$ cat src/rtl/sca_pkg.sv
// Package for the sigma-clipped window average unit.
// Holds shared constants, command/status codes and controller-datapath structs.
// No dependencies.
package sca_pkg;

  localparam int SCA_DEPTH   = 256;
  localparam int SCA_DW      = 32;
  localparam int SCA_DIGIT_W = 16;

  typedef enum logic [1:0] {
    CMD_PUSH  = 2'd0,
    CMD_QUERY = 2'd1,
    CMD_CLEAR = 2'd2
  } cmd_e;

  typedef enum logic [1:0] {
    ST_OK    = 2'd0,
    ST_EMPTY = 2'd1,
    ST_NONE  = 2'd2
  } status_e;

  typedef enum logic [1:0] {
    MUL_NQ = 2'd0,
    MUL_S2 = 2'd1,
    MUL_D2 = 2'd2
  } mul_sel_e;

  typedef enum logic [3:0] {
    S_IDLE,
    S_P1_RD,
    S_P1_SQ,
    S_P1_ACC,
    S_NQ_GO,
    S_NQ_RUN,
    S_S2_GO,
    S_S2_RUN,
    S_P2_RD,
    S_P2_D,
    S_P2_GO,
    S_P2_RUN,
    S_DIV_CHK,
    S_DIV_RUN,
    S_DONE
  } state_e;

  typedef struct packed {
    logic     push;
    logic     clear;
    logic     acc_init;
    logic     p1_sq;
    logic     p1_acc;
    logic     mul_go;
    mul_sel_e mul_sel;
    logic     var_ld;
    logic     var_sub;
    logic     p2_d;
    logic     p2_keep;
    logic     idx_inc;
    logic     div_go;
    logic     res_ld;
    status_e  res_code;
  } dp_cmd_t;

  typedef struct packed {
    logic fill_zero;
    logic idx_last;
    logic mul_busy;
    logic div_busy;
    logic kept_zero;
  } dp_stat_t;

endpackage

$ cat src/rtl/sca_ctrl.sv
// Controller state machine of the sigma-clipped window average unit.
// Depends on sca_pkg; drives the datapath through dp_cmd_t, reads dp_stat_t.
module sca_ctrl (
  input  logic              clk_i,
  input  logic              rst_ni,
  input  logic              in_valid_i,
  input  sca_pkg::cmd_e     in_cmd_i,
  output logic              in_ready_o,
  output logic              out_valid_o,
  input  logic              out_ready_i,
  output sca_pkg::dp_cmd_t  cmd_o,
  input  sca_pkg::dp_stat_t stat_i
);
  import sca_pkg::*;

  state_e  state_q, state_d;
  status_e code_q, code_d;
  logic    out_valid_q, out_valid_d;

  always_ff @(posedge clk_i or negedge rst_ni) begin
    if (!rst_ni) begin
      state_q     <= S_IDLE;
      code_q      <= ST_OK;
      out_valid_q <= 1'b0;
    end else begin
      state_q     <= state_d;
      code_q      <= code_d;
      out_valid_q <= out_valid_d;
    end
  end

  always_comb begin
    state_d     = state_q;
    code_d      = code_q;
    out_valid_d = out_valid_q && !out_ready_i;
    cmd_o       = '0;
    in_ready_o  = (state_q == S_IDLE);
    case (state_q)
      S_IDLE: begin
        if (in_valid_i) begin
          case (in_cmd_i)
            CMD_PUSH:  cmd_o.push = 1'b1;
            CMD_CLEAR: cmd_o.clear = 1'b1;
            CMD_QUERY: begin
              if (stat_i.fill_zero) begin
                code_d  = ST_EMPTY;
                state_d = S_DONE;
              end else begin
                cmd_o.acc_init = 1'b1;
                state_d        = S_P1_RD;
              end
            end
            default: ;
          endcase
        end
      end
      S_P1_RD:  state_d = S_P1_SQ;
      S_P1_SQ: begin
        cmd_o.p1_sq = 1'b1;
        state_d     = S_P1_ACC;
      end
      S_P1_ACC: begin
        cmd_o.p1_acc = 1'b1;
        if (stat_i.idx_last) begin
          state_d = S_NQ_GO;
        end else begin
          cmd_o.idx_inc = 1'b1;
          state_d       = S_P1_RD;
        end
      end
      S_NQ_GO: begin
        cmd_o.mul_go  = 1'b1;
        cmd_o.mul_sel = MUL_NQ;
        state_d       = S_NQ_RUN;
      end
      S_NQ_RUN: begin
        if (!stat_i.mul_busy) begin
          cmd_o.var_ld = 1'b1;
          state_d      = S_S2_GO;
        end
      end
      S_S2_GO: begin
        cmd_o.mul_go  = 1'b1;
        cmd_o.mul_sel = MUL_S2;
        state_d       = S_S2_RUN;
      end
      S_S2_RUN: begin
        if (!stat_i.mul_busy) begin
          cmd_o.var_sub = 1'b1;
          state_d       = S_P2_RD;
        end
      end
      S_P2_RD: state_d = S_P2_D;
      S_P2_D: begin
        cmd_o.p2_d = 1'b1;
        state_d    = S_P2_GO;
      end
      S_P2_GO: begin
        cmd_o.mul_go  = 1'b1;
        cmd_o.mul_sel = MUL_D2;
        state_d       = S_P2_RUN;
      end
      S_P2_RUN: begin
        if (!stat_i.mul_busy) begin
          cmd_o.p2_keep = 1'b1;
          if (stat_i.idx_last) begin
            state_d = S_DIV_CHK;
          end else begin
            cmd_o.idx_inc = 1'b1;
            state_d       = S_P2_RD;
          end
        end
      end
      S_DIV_CHK: begin
        if (stat_i.kept_zero) begin
          code_d  = ST_NONE;
          state_d = S_DONE;
        end else begin
          cmd_o.div_go = 1'b1;
          state_d      = S_DIV_RUN;
        end
      end
      S_DIV_RUN: begin
        if (!stat_i.div_busy) begin
          code_d  = ST_OK;
          state_d = S_DONE;
        end
      end
      S_DONE: begin
        if (!out_valid_q || out_ready_i) begin
          cmd_o.res_ld   = 1'b1;
          cmd_o.res_code = code_q;
          out_valid_d    = 1'b1;
          state_d        = S_IDLE;
        end
      end
      default: state_d = S_IDLE;
    endcase
  end

  assign out_valid_o = out_valid_q;
endmodule

$ cat config.mk
export PLATFORM = sky130hd
export DESIGN_NAME = sca_ctrl
export DESIGN_NICKNAME = d
export VERILOG_FILES = /design/src/rtl/sca_pkg.sv /design/src/rtl/sca_ctrl.sv
export SDC_FILE = /design/constraint.sdc
export NUM_CORES = 1
export LEC_CHECK = 0
export CAP_MARGIN = 20
export CELL_PAD_IN_SITES_DETAIL_PLACEMENT = 2
export CELL_PAD_IN_SITES_GLOBAL_PLACEMENT = 2
export CORE_MARGIN = 2
export CORE_UTILIZATION = 26
export CTS_BUF_LIST = sky130_fd_sc_hd__clkbuf_8
export CTS_CLUSTER_DIAMETER = 50
export DETAILED_ROUTE_END_ITERATION = 8
export DONT_BUFFER_PORTS = 1
export PLACE_DENSITY = 0.67
export SYNTH_ARGS = -nofsm -noshare
export SYNTH_HDL_FRONTEND = slang
export SYNTH_SLANG_ARGS = --single-unit
$ cat constraint.sdc
create_clock -name clk_i -period 3.5 [get_ports clk_i]
set_input_delay 0.35 -clock clk_i [delete_from_list [all_inputs] [get_ports clk_i]]
set_output_delay 0.35 -clock clk_i [all_outputs]
set_load 0.02 [all_outputs]
==> metrics.yaml <==
grt:
  grt_pass1_wl_um: 3280
  first_global_vias: 640
  grt_usage: 0.165
  antenna_found_initial: 0
  grt_max_degree: 20
  gr-total-overflow: 0
yosys:
  synth_fa_ha_area_frac: 0
  synth_flop_cell: "dfrtp_1"
  synth_area_um2: 672
  yosys_warnings: 0
  synth-edff-count: 0
  synth_top_family_by_area: "simple AND/OR/NAND/NOR gates"
  syn_avg_cell_area_um2: 8.40
  synth-compound-area-share: 0.236
  async_reset_ff_frac: 1.00
  synth_cells: 80
  synth-seq-cells: 7
  synthMuxAreaShare: 0.0447
  synth_top_cell_by_area: "dfrtp_1"
  synth_xor_area_frac: 0
  synthSimpleGateAreaFrac: 0.395
  yosysTopAreaCellShare: 0.261
  syn-num-nets: 91
  synth.distinct_cells: 37
  netlist_top_cells_area: "dfrtp_1 (26%), nor3_1 (5.2%), mux2_4 (4.5%), and2_1 (3.7%), nor2_1 (3.4%)"
  ys_seq_area_frac: 0.261
clock_tree:
  numCtsBuffers: 3
  htree_levels: 1
  post_cts_buffers: 0
  clk_pin_slew_ns: 0.04
  cts_num_sinks: 7
  cts_tree: "yes"
  cts_buffer_depth: 2
  clock_latency_ns: 0.24
  cts-root-buf: "clkbuf_8"
floorplan:
  die_h_um: 54.8
  die_w_um: 54.8
  start_util: 0.274
  fp.coreArea_um2: 2450
  row_count: 18
  die-area_um2: 3010
  ios: 30
setup_path:
  crit_type: "register to primary output"
  crit_arrival_ns: 2.36
  ff2ff_path_depth: 4
  critPathLaunchType: "register"
  r2r-end: "code_q[1]"
  required_ns: 3.15
  crit_fanout: 19
  setup.worst_path.end_class: "primary output"
  reg2reg_from: "state_q[3]"
  rrSetupSlack_ns: 1.50
routing:
  met2_length_um: 1080
  route.detailed.wl_per_inst_um: 19.5
  wl_met1_um: 922
  vias: 647
  drt_iter0_drc: 11
  route.met3.wl_um: 105
  drt_wl_total_um: 2140
  drc: 0
  top_layer_used: "met4"
  routed_via_density: 5.88
  drtPass1Iterations: 3
  ant_nets: 0
sta:
  holdWs_ns: 0.347
  fin_crit_ns: 2.71
  period_share: 0.775
  finalSetupTns_ns: 0
  max_freq_mhz: 369
  drv_slew: 0
  tightest_slew_ns: 1.02
  final.setup_skew_ns: 0.000644
  rsz0062_at_grt: "false"
  setup_viol: 0
  maxSlewHeadroom: 0.316
  finalHoldViolations: 0
flow_run:
  max_cap_violations: 0
cells_and_area:
  fin_area_um2: 738
  syn_to_final_growth_pct: 9.87
  nets: 92
  n_fill_cell: 285
  final_core_util: 0.301
  final_layout_size_suffix_gt1_frac: 0.138
  antenna_cells: 0
  fin_cells: 110
placed_design:
  dpl.cell_count: 105
  port_buffers: 0
  hpwl_um: 1600
  postPlaceCellArea_um2: 683
  place.gp.congestion: 0.717
hold_path:
  hold_depth: 2
  hp-class: "input pin to register"
  holdCritStartpoint: "out_ready_i"
  whs_endpoint: "out_valid_o"
run_status:
  outcome: "completed"
pwr:
  peakVddDrop_uv: 294
  power_density_nw_per_um2: 971
  p_leak_nw: 0.261
## layout make-up
type	instances	area, µm²	area share
Multi-Input combinational cell	65	455	0.617
Timing Repair Buffer	2	17.5	0.0237
Sequential cell	7	175	0.237
Clock buffer	3	41.3	0.0559
Tap cell	30	37.5	0.0508
Inverter	2	7.51	0.0102
Clock inverter	1	3.75	0.00508
## through the flow
stage | power (W) | setup WS [ns]
floorplan | 0.000529 | 1.22
global placement | 0.000584 | 1.12
detailed placement | 0.000599 | 1.07
CTS | 0.000723 | 0.803
global route | 0.000775 | 0.624
finish | 0.000717 | 0.787
## Yosys cell counts, types with 3 or more instances
cell type	number
a31oi_1	3
and2_1	4
buf_2	4
dfrtp_1	7
nand2_1	5
nand2b_1	3
nor2_1	6
nor2b_1	3
nor3_1	7
o211ai_1	3
## cells in the final DEF, fill, tap and decap left out, drive strengths merged, types with 4 or more instances in the layout
cell   netlist  routed
dfrtp        7       7
nor3         7       7
nor2         6       6
nand2        6       6
and2         4       4
## where the power goes
group	switching, W	internal [W]	leakage, nW
logic	0.000214	0.000138	0.149
registers	0.000132	0.000115	0.0849
clock network	0.0000422	0.0000764	0.0269
total	0.000388	0.000329	0.261
## worst max-delay path, cell delays in order, from the launching register on
cell     delay, ns
dfrtp_1       0.74
nand2_1       0.31
nor3_1        0.73
and2_1        0.35
## cells by family after synthesis
family                 Yosys count
DFF                              7
muxes                            2
AOI/OAI and AO/OA               21
buffers and inverters            8
and+or+nand+nor                 42
## repair_timing
item | in CTS | in global routing
setup endpoints to repair | 0 | 0
hold endpoints to repair | 7 | 0
gates resized for setup | 0 | 0
hold buffers | 1 | 0
## layer usage
metal | vias up | global-route usage
li1 | 304 | -
met1 | 323 | 0.194
met2 | 17 | 0.278
met5 | - | 0
met3 | 3 | 0.0492
met4 | 0 | 0.0625
## worst max-delay path by stage
stage,cells past startpoint,slack [ns],endpoint,from
after global placement,2,1.12,cmd_o[16],state_q[3]
after global routing,3,0.62,cmd_o[0],state_q[1]
after floorplan,4,1.22,cmd_o[4],state_q[1]
after CTS,2,0.80,cmd_o[16],state_q[3]
final,3,0.79,cmd_o[0],state_q[3]
after detailed placement,2,1.07,cmd_o[16],state_q[3]
## registers in the layout, indices dropped and copies added, names as in the netlist
name / cells
state_q: 4
code_q: 2
out_valid_o: 1
(Power assumes the default switching activity.)
